### config.mk
export PLATFORM = sky130hd
export DESIGN_NAME = gcd_lcm_unit
export DESIGN_NICKNAME = d
export VERILOG_FILES = /design/src/rtl/core/glu_pkg.sv /design/src/rtl/core/glu_addsub.sv /design/src/rtl/core/gcd_lcm_unit.sv
export SDC_FILE = /design/constraint.sdc
export NUM_CORES = 1
export LEC_CHECK = 0
export ABC_AREA = 1
export BUFFER_PORTS_ARGS = -buffer_cell sky130_fd_sc_hd__buf_4
export CAP_MARGIN = 20
export CORE_MARGIN = 2
export CORE_UTILIZATION = 33
export DETAILED_ROUTE_END_ITERATION = 16
export PLACE_DENSITY = 0.5
export SETUP_SLACK_MARGIN = 0.02
export SYNTH_ARGS = -nofsm -noshare
export SYNTH_HDL_FRONTEND = slang
export SYNTH_SLANG_ARGS = --single-unit
### constraint.sdc
create_clock -name clock -period 9 [get_ports clock]
set_input_delay 0.45 -clock clock [delete_from_list [all_inputs] [get_ports clock]]
set_output_delay 0.45 -clock clock [all_outputs]
set_load 0.01 [all_outputs]
### src/rtl/core/glu_pkg.sv
package glu_pkg;

   // width of the operand and answer ports
   localparam int unsigned PORT_WIDTH = 32;

   // mode codes
   localparam logic MODE_GCD = 1'b0;
   localparam logic MODE_LCM = 1'b1;

   // gcd answer when both operands are zero
   localparam logic [PORT_WIDTH-1:0] ANSWER_BOTH_ZERO = '1;

   // operation of the shared adder
   typedef enum logic {
      UNIT_ADD,
      UNIT_SUB
   } unit_op_type;

endpackage

### src/rtl/core/glu_addsub.sv
module glu_addsub
   import glu_pkg::*;
#(
   parameter int unsigned WIDTH = 32
) (
   input  unit_op_type      op,
   input  logic [WIDTH-1:0] a,
   input  logic [WIDTH-1:0] b,
   output logic [WIDTH:0]   sum
);

   logic [WIDTH:0] b_ext;
   logic           carry;

   // subtract as add of the inverted operand plus one; top bit is the borrow
   always_comb begin
      b_ext = {1'b0, b};
      carry = 1'b0;
      unique case (op)
         UNIT_ADD: begin
            b_ext = {1'b0, b};
            carry = 1'b0;
         end
         UNIT_SUB: begin
            b_ext = ~{1'b0, b};
            carry = 1'b1;
         end
         default: begin
            b_ext = {1'b0, b};
            carry = 1'b0;
         end
      endcase
   end

   assign sum = {1'b0, a} + b_ext + {{WIDTH{1'b0}}, carry};

endmodule

### src/rtl/core/gcd_lcm_unit.sv
// channel   | ports                                            | direction
// ----------+--------------------------------------------------+----------
// request   | start, busy, req_mode, req_first_operand,        | in (busy out)
//           | req_second_operand                               |
// response  | rsp_valid, rsp_answer, rsp_overflow              | out
//
// a word is taken when start is high and busy is low; the answer appears
// with rsp_valid for one cycle, and busy drops in that same cycle.
// operand arithmetic uses one DATA_WIDTH+1 bit adder, one step a cycle.
// gcd: sign removal (ST_ABS_A, ST_ABS_B) and zero checks (ST_CHECK), where
// a zero operand answers at once; else a binary gcd loop of one subtract,
// shift or swap per cycle (data dependent), then a scale step (ST_SCALE); the
// answer strobe follows in the next cycle. lcm adds restoring division
// (ST_DIVIDE), shift-add multiply (ST_MULTIPLY) and a sign step (ST_FINISH).
// synchronous reset returns the sequencer to idle; the receiver cannot stall.
module gcd_lcm_unit
   import glu_pkg::*;
#(
   parameter int unsigned DATA_WIDTH = 32
) (
   input  logic                         clock,
   input  logic                         reset,
   input  logic                         start,
   output logic                         busy,
   input  logic                         req_mode,
   input  logic signed [PORT_WIDTH-1:0] req_first_operand,
   input  logic signed [PORT_WIDTH-1:0] req_second_operand,
   output logic                         rsp_valid,
   output logic signed [PORT_WIDTH-1:0] rsp_answer,
   output logic                         rsp_overflow
);

   localparam int unsigned CW = $clog2(DATA_WIDTH);
   localparam logic [CW-1:0] LAST_BIT = CW'(DATA_WIDTH - 1);

   typedef enum logic [3:0] {
      ST_IDLE,
      ST_ABS_A,
      ST_ABS_B,
      ST_CHECK,
      ST_REDUCE,
      ST_SCALE,
      ST_DIVIDE,
      ST_MULTIPLY,
      ST_FINISH
   } state_type;

   state_type               state_ff, state_in;
   logic                    mode_ff, mode_in;
   logic                    neg_a_ff, neg_a_in;
   logic                    neg_b_ff, neg_b_in;
   logic [DATA_WIDTH-1:0]   x_ff, x_in;
   logic [DATA_WIDTH-1:0]   y_ff, y_in;
   logic [DATA_WIDTH-1:0]   ma_ff, ma_in;
   logic [DATA_WIDTH-1:0]   mb_ff, mb_in;
   logic [DATA_WIDTH-1:0]   g_ff, g_in;
   logic [CW-1:0]           k_ff, k_in;
   logic [CW-1:0]           count_ff, count_in;
   logic                    rsp_valid_ff, rsp_valid_in;
   logic [PORT_WIDTH-1:0]   rsp_answer_ff, rsp_answer_in;
   logic                    rsp_overflow_ff, rsp_overflow_in;

   unit_op_type             unit_op;
   logic [DATA_WIDTH-1:0]   unit_a;
   logic [DATA_WIDTH-1:0]   unit_b;
   logic [DATA_WIDTH:0]     unit_sum;
   logic                    borrow;
   logic [DATA_WIDTH-1:0]   rem_shift;
   logic [DATA_WIDTH-1:0]   scaled;
   logic [DATA_WIDTH-1:0]   lcm_low;
   logic                    lcm_neg;
   logic                    lcm_ovf;

   // operand selection for the shared adder
   always_comb begin
      unit_op = UNIT_SUB;
      unit_a  = x_ff;
      unit_b  = y_ff;
      unique case (state_ff)
         ST_ABS_A: begin
            unit_a = '0;
            unit_b = x_ff;
         end
         ST_ABS_B: begin
            unit_a = '0;
            unit_b = y_ff;
         end
         ST_DIVIDE: begin
            unit_a = rem_shift;
            unit_b = g_ff;
         end
         ST_MULTIPLY: begin
            unit_op = UNIT_ADD;
            unit_a  = y_ff;
            unit_b  = mb_ff;
         end
         ST_FINISH: begin
            unit_a = '0;
            unit_b = x_ff;
         end
         default: begin
            unit_op = UNIT_SUB;
            unit_a  = x_ff;
            unit_b  = y_ff;
         end
      endcase
   end

   glu_addsub #(
      .WIDTH (DATA_WIDTH)
   ) u_glu_addsub (
      .op  (unit_op),
      .a   (unit_a),
      .b   (unit_b),
      .sum (unit_sum)
   );

   assign borrow    = unit_sum[DATA_WIDTH];
   assign rem_shift = {y_ff[DATA_WIDTH-2:0], x_ff[DATA_WIDTH-1]};
   assign scaled    = x_ff << k_ff;

   // sign and range of the lcm product held as {y, x}
   assign lcm_neg = neg_a_ff ^ neg_b_ff;
   assign lcm_low = lcm_neg ? unit_sum[DATA_WIDTH-1:0] : x_ff;
   assign lcm_ovf = lcm_neg
      ? ((y_ff != '0) || (x_ff[DATA_WIDTH-1] && (x_ff[DATA_WIDTH-2:0] != '0)))
      : ((y_ff != '0) || x_ff[DATA_WIDTH-1]);

   // sequencer
   always_comb begin
      state_in        = state_ff;
      mode_in         = mode_ff;
      neg_a_in        = neg_a_ff;
      neg_b_in        = neg_b_ff;
      x_in            = x_ff;
      y_in            = y_ff;
      ma_in           = ma_ff;
      mb_in           = mb_ff;
      g_in            = g_ff;
      k_in            = k_ff;
      count_in        = count_ff;
      rsp_valid_in    = 1'b0;
      rsp_answer_in   = rsp_answer_ff;
      rsp_overflow_in = rsp_overflow_ff;
      unique case (state_ff)
         ST_IDLE: begin
            if (start) begin
               mode_in  = req_mode;
               x_in     = req_first_operand[DATA_WIDTH-1:0];
               y_in     = req_second_operand[DATA_WIDTH-1:0];
               neg_a_in = req_first_operand[DATA_WIDTH-1];
               neg_b_in = req_second_operand[DATA_WIDTH-1];
               state_in = ST_ABS_A;
            end
         end
         // magnitudes, taken as unsigned
         ST_ABS_A: begin
            x_in     = neg_a_ff ? unit_sum[DATA_WIDTH-1:0] : x_ff;
            ma_in    = x_in;
            state_in = ST_ABS_B;
         end
         ST_ABS_B: begin
            y_in     = neg_b_ff ? unit_sum[DATA_WIDTH-1:0] : y_ff;
            mb_in    = y_in;
            state_in = ST_CHECK;
         end
         // zero operands settle the answer at once
         ST_CHECK: begin
            k_in = '0;
            if (mode_ff == MODE_GCD) begin
               priority if ((ma_ff == '0) && (mb_ff == '0)) begin
                  rsp_answer_in   = ANSWER_BOTH_ZERO;
                  rsp_overflow_in = 1'b0;
                  rsp_valid_in    = 1'b1;
                  state_in        = ST_IDLE;
               end else if (ma_ff == '0) begin
                  rsp_answer_in   = PORT_WIDTH'($signed(mb_ff));
                  rsp_overflow_in = mb_ff[DATA_WIDTH-1];
                  rsp_valid_in    = 1'b1;
                  state_in        = ST_IDLE;
               end else if (mb_ff == '0) begin
                  rsp_answer_in   = PORT_WIDTH'($signed(ma_ff));
                  rsp_overflow_in = ma_ff[DATA_WIDTH-1];
                  rsp_valid_in    = 1'b1;
                  state_in        = ST_IDLE;
               end else begin
                  state_in = ST_REDUCE;
               end
            end else begin
               if ((ma_ff == '0) || (mb_ff == '0)) begin
                  rsp_answer_in   = '0;
                  rsp_overflow_in = 1'b0;
                  rsp_valid_in    = 1'b1;
                  state_in        = ST_IDLE;
               end else begin
                  state_in = ST_REDUCE;
               end
            end
         end
         // binary gcd, one step a cycle
         ST_REDUCE: begin
            priority if (!x_ff[0] && !y_ff[0]) begin
               x_in = {1'b0, x_ff[DATA_WIDTH-1:1]};
               y_in = {1'b0, y_ff[DATA_WIDTH-1:1]};
               k_in = k_ff + 1'b1;
            end else if (!x_ff[0]) begin
               x_in = {1'b0, x_ff[DATA_WIDTH-1:1]};
            end else if (!y_ff[0]) begin
               y_in = {1'b0, y_ff[DATA_WIDTH-1:1]};
            end else if (unit_sum == '0) begin
               state_in = ST_SCALE;
            end else if (borrow) begin
               x_in = y_ff;
               y_in = x_ff;
            end else begin
               x_in = unit_sum[DATA_WIDTH:1];
            end
         end
         // restore common factors of two
         ST_SCALE: begin
            g_in = scaled;
            if (mode_ff == MODE_GCD) begin
               rsp_answer_in   = PORT_WIDTH'($signed(scaled));
               rsp_overflow_in = scaled[DATA_WIDTH-1];
               rsp_valid_in    = 1'b1;
               state_in        = ST_IDLE;
            end else begin
               x_in     = ma_ff;
               y_in     = '0;
               count_in = LAST_BIT;
               state_in = ST_DIVIDE;
            end
         end
         // restoring division, quotient shifts into x
         ST_DIVIDE: begin
            x_in     = {x_ff[DATA_WIDTH-2:0], ~borrow};
            y_in     = borrow ? rem_shift : unit_sum[DATA_WIDTH-1:0];
            count_in = count_ff - 1'b1;
            if (count_ff == '0) begin
               y_in     = '0;
               count_in = LAST_BIT;
               state_in = ST_MULTIPLY;
            end
         end
         // shift-add multiply, product in {y, x}
         ST_MULTIPLY: begin
            if (x_ff[0]) begin
               y_in = unit_sum[DATA_WIDTH:1];
               x_in = {unit_sum[0], x_ff[DATA_WIDTH-1:1]};
            end else begin
               y_in = {1'b0, y_ff[DATA_WIDTH-1:1]};
               x_in = {y_ff[0], x_ff[DATA_WIDTH-1:1]};
            end
            count_in = count_ff - 1'b1;
            if (count_ff == '0) begin
               state_in = ST_FINISH;
            end
         end
         // apply sign and range check
         ST_FINISH: begin
            rsp_answer_in   = PORT_WIDTH'($signed(lcm_low));
            rsp_overflow_in = lcm_ovf;
            rsp_valid_in    = 1'b1;
            state_in        = ST_IDLE;
         end
         default: begin
            state_in = ST_IDLE;
         end
      endcase
   end

   // state, datapath registers and registered outputs
   always_ff @(posedge clock) begin
      if (reset) begin
         state_ff     <= ST_IDLE;
         rsp_valid_ff <= 1'b0;
      end else begin
         state_ff     <= state_in;
         rsp_valid_ff <= rsp_valid_in;
      end
      mode_ff         <= mode_in;
      neg_a_ff        <= neg_a_in;
      neg_b_ff        <= neg_b_in;
      x_ff            <= x_in;
      y_ff            <= y_in;
      ma_ff           <= ma_in;
      mb_ff           <= mb_in;
      g_ff            <= g_in;
      k_ff            <= k_in;
      count_ff        <= count_in;
      rsp_answer_ff   <= rsp_answer_in;
      rsp_overflow_ff <= rsp_overflow_in;
   end

   assign busy         = (state_ff != ST_IDLE);
   assign rsp_valid    = rsp_valid_ff;
   assign rsp_answer   = rsp_answer_ff;
   assign rsp_overflow = rsp_overflow_ff;

endmodule

==> impl_metrics.yaml <==
floorplanning:
  core-area_sq_um: 52760
  die_y_um: 235.3
  die_area_sq_um: 55380
  die_w_um: 235.3
  pin_count: 103
  start_util_pct: 33.47
  rows: 84
timing:
  slew_headroom_pct: 16.30
  hold_viol: 0
  finalSetupViolCount: 0
  fmax_ghz: 0.1656
  finalCriticalPeriod_ns: 6.039
  worst_pin_slew_ns: 1.251
  skew_ns: 0.02659
  period_share_pct: 67.10
  tns_ns: 0
  rsz0062_at_grt: "no"
  drv_slew: 0
critical_path:
  cp_data_arrival_time_ns: 6.24
  critPathKind: "flip-flop to flip-flop"
  required_ns: 9.21
  critPathCaptureType: "flip-flop"
  critPathMaxFanout: 31
  start_kind: "flip-flop"
route:
  vias_per_cell: 6.053
  drt-pass1-iter-count: 6
  wl_per_cell_um: 27.85
  drc: 0
  via_count: 19400
  wl_mm: 89.26
  antenna_left: 0
  drt_iter0_drc: 3238
clocking:
  cts.path.max_buffers: 3
  clkLatencyLatePin_ns: 0.59
  cts_sinks: 211
  ctsResizeCount: 0
  clockRootBuffer: "clkbuf_16"
  cts_made_buffers: 28
  clk_pin_slew_worst_paths_ns: 0.06
  hold_buffers: 0
  h-tree-depth: 1
  post-cts-setup-buffers: 0
  cts_tree: "built"
synthesis:
  synth_seq_cells: 211
  synth-edff-count: 206
  ys_types: 61
  syn-instance-count: 2483
  ys_seq_area_share_pct: 35.60
  synth_area_per_cell_sq_um: 7.112
  syn_nets: 2585
  yosys_most_used_dff: "edfxtp_1"
  ys_async_sr_fraction_pct: 0
  synth_area_sq_um: 17660
  yosysWarnings: 0
cells_and_area:
  area_growth_pct: 13.19
  fin_nets: 2596
  drive_gt1_share_pct: 10.61
  n_fill_cell: 5704
global_route:
  grt_pass1_wl_mm: 128.0
  grt_pass1_vias: 18030
  gr-total-overflow: 0
  grt_max_degree: 87
  antenna_found_initial: 3
  track_usage_pct: 31.17
place:
  dp_hpwl_mm: 66.02
  port_buffers: 102
  gp_congestion: 0.9767
min_path:
  hp-class: "input port to flip-flop"
job:
  maxCapViolations: 0
outcome:
  outcome: "completed"
flip-flops by register name, indices dropped and copies added (netlist names):
signal        flops
state_ff          4
g_ff             32
rsp_valid         1
y_ff             32
neg_b_ff          1
rsp_overflow      1
count_ff          5
rsp_answer       32
mb_ff            32
x_ff             32
neg_a_ff          1
ma_ff            32
mode_ff           1
k_ff              5
synthesized netlist by cell type, drive strengths merged (8+ instances only):
| master | instances | share of area [%] |
|---|---|---|
| nor2 | 183 | 4.1 |
| nand2 | 601 | 13 |
| a21oi | 127 | 3.6 |
| o221ai | 30 | 1.5 |
| o41ai | 11 | 0.55 |
| nor3 | 27 | 0.79 |
| a221oi | 66 | 3.3 |
| ha | 33 | 2.3 |
| nand3 | 140 | 4.2 |
| xor2 | 10 | 0.54 |
| a21o | 8 | 0.34 |
| clkinv | 10 | 0.21 |
| nand4 | 21 | 0.81 |
| mux2i | 24 | 1.4 |
| a22oi | 15 | 0.64 |
| a31oi | 26 | 0.92 |
| o21ai | 339 | 9.6 |
| clkbuf | 146 | 3.1 |
| o22ai | 20 | 0.71 |
| edfxtp | 206 | 35 |
| inv | 274 | 5.8 |
| nor4 | 26 | 0.92 |
| o211ai | 54 | 2.3 |
| buf | 24 | 0.62 |
| nand3b | 18 | 0.77 |
stage by stage:
stage          worst slack [ns]  instance area, sq um  instances  hold WS [ns]  util (%)
3_5_place_dp              2.470                 19010       3150        0.5587     36.03
3_3_place_gp              2.569                 19010       3150        0.5594     36.03
4_1_cts                   2.474                 19960       3202       0.04488     37.83
6_report                  2.961                 19990       3205       0.06279     37.88
5_1_grt                   2.563                 19990       3204       0.04733     37.88
2_1_floorplan             4.284                 17660       2483        0.5191         -
metal layers:
metal,global-route usage [%],vias up,part of all wire [%]
met1,45.75,9259,43
met2,44.18,1300,41
met4,7.778,2,2.6
li1,-,8714,-
met5,0,-,0.011
met3,9.439,126,14
path summary, 6_finish.rpt:
| check | slack, ns | endpoint | startpoint | cells after the start |
|---|---|---|---|---|
| setup / recovery | 2.96 | x_ff[17] | state_ff[1] | 25 |
| hold / removal | 0.06 | mode_ff | req_mode | 1 |
| setup reg to reg | 2.96 | x_ff[17] | state_ff[1] | 25 |
| hold reg to reg | 0.57 | state_ff[1] | state_ff[1] | 2 |
kinds of logic after synthesis:
group | Yosys count | synth area share (%)
buffers and inverters | 454 | 9.756
and+or+nand+nor | 1023 | 25.34
adders and majority gates | 34 | 2.451
xor gates and xnor gates | 15 | 0.8290
AOI/OAI and AO/OA | 722 | 24.66
DFF | 211 | 35.60
muxes | 24 | 1.360
layout make-up:
class	instances	area (sq um)	share of cell area (%)
Antenna cell	1	2.502	0.01252
Clock buffer	33	740.7	3.706
Clock inverter	19	209.0	1.045
Inverter	284	1067	5.340
Multi-Input combinational cell	1818	9676	48.41
Sequential cell	211	6286	31.45
Tap cell	688	860.8	4.307
Timing Repair Buffer	151	1146	5.734
critical path, stage by stage, from the launching register on:
cell and delay, ns:
dfxtp_1 0.41, nor2_1 0.11, nand2_2 0.17, nand2_4 0.17, inv_1 0.77, o22ai_1 0.20
a221oi_1 0.53, nand2_1 0.09, o21ai_0 0.15, ha_1 0.37, a21oi_1 0.26, inv_1 0.11
a21oi_1 0.11, o21ai_0 0.14, nand2_1 0.09, nand3_1 0.15, a21o_1 0.24, a21o_1 0.16
nand2_1 0.05, nand2_1 0.33, nand4_1 0.26, nor2_2 0.05, nand2_2 0.10, o21ai_0 0.08
nand2_1 0.08, buf_4 0.46
layout by cell type (no fill, tap or decap), types with 15 or more instances in the layout:
cell type | synthesis | final
a22oi_1 | 15 | 15
o22ai_1 | 20 | 20
nand2_1 | 570 | 569
nand2_2 | 22 | 23
a221oi_1 | 66 | 66
o21ai_0 | 334 | 334
o221ai_1 | 30 | 30
nand3b_1 | 18 | 18
mux2i_1 | 24 | 24
o211ai_1 | 54 | 54
ha_1 | 33 | 33
nor3_1 | 26 | 26
a31oi_1 | 26 | 26
nand3_1 | 132 | 132
inv_1 | 272 | 268
nor4_1 | 26 | 26
nor2_1 | 175 | 170
nand4_1 | 19 | 19
edfxtp_1 | 206 | 206
a21oi_1 | 127 | 127
buf_4 | 0 | 149
clkbuf_16 | 0 | 29
Power is not shown: default switching activity piles up to over one toggle a cycle in this logic, so the estimate is an artifact.
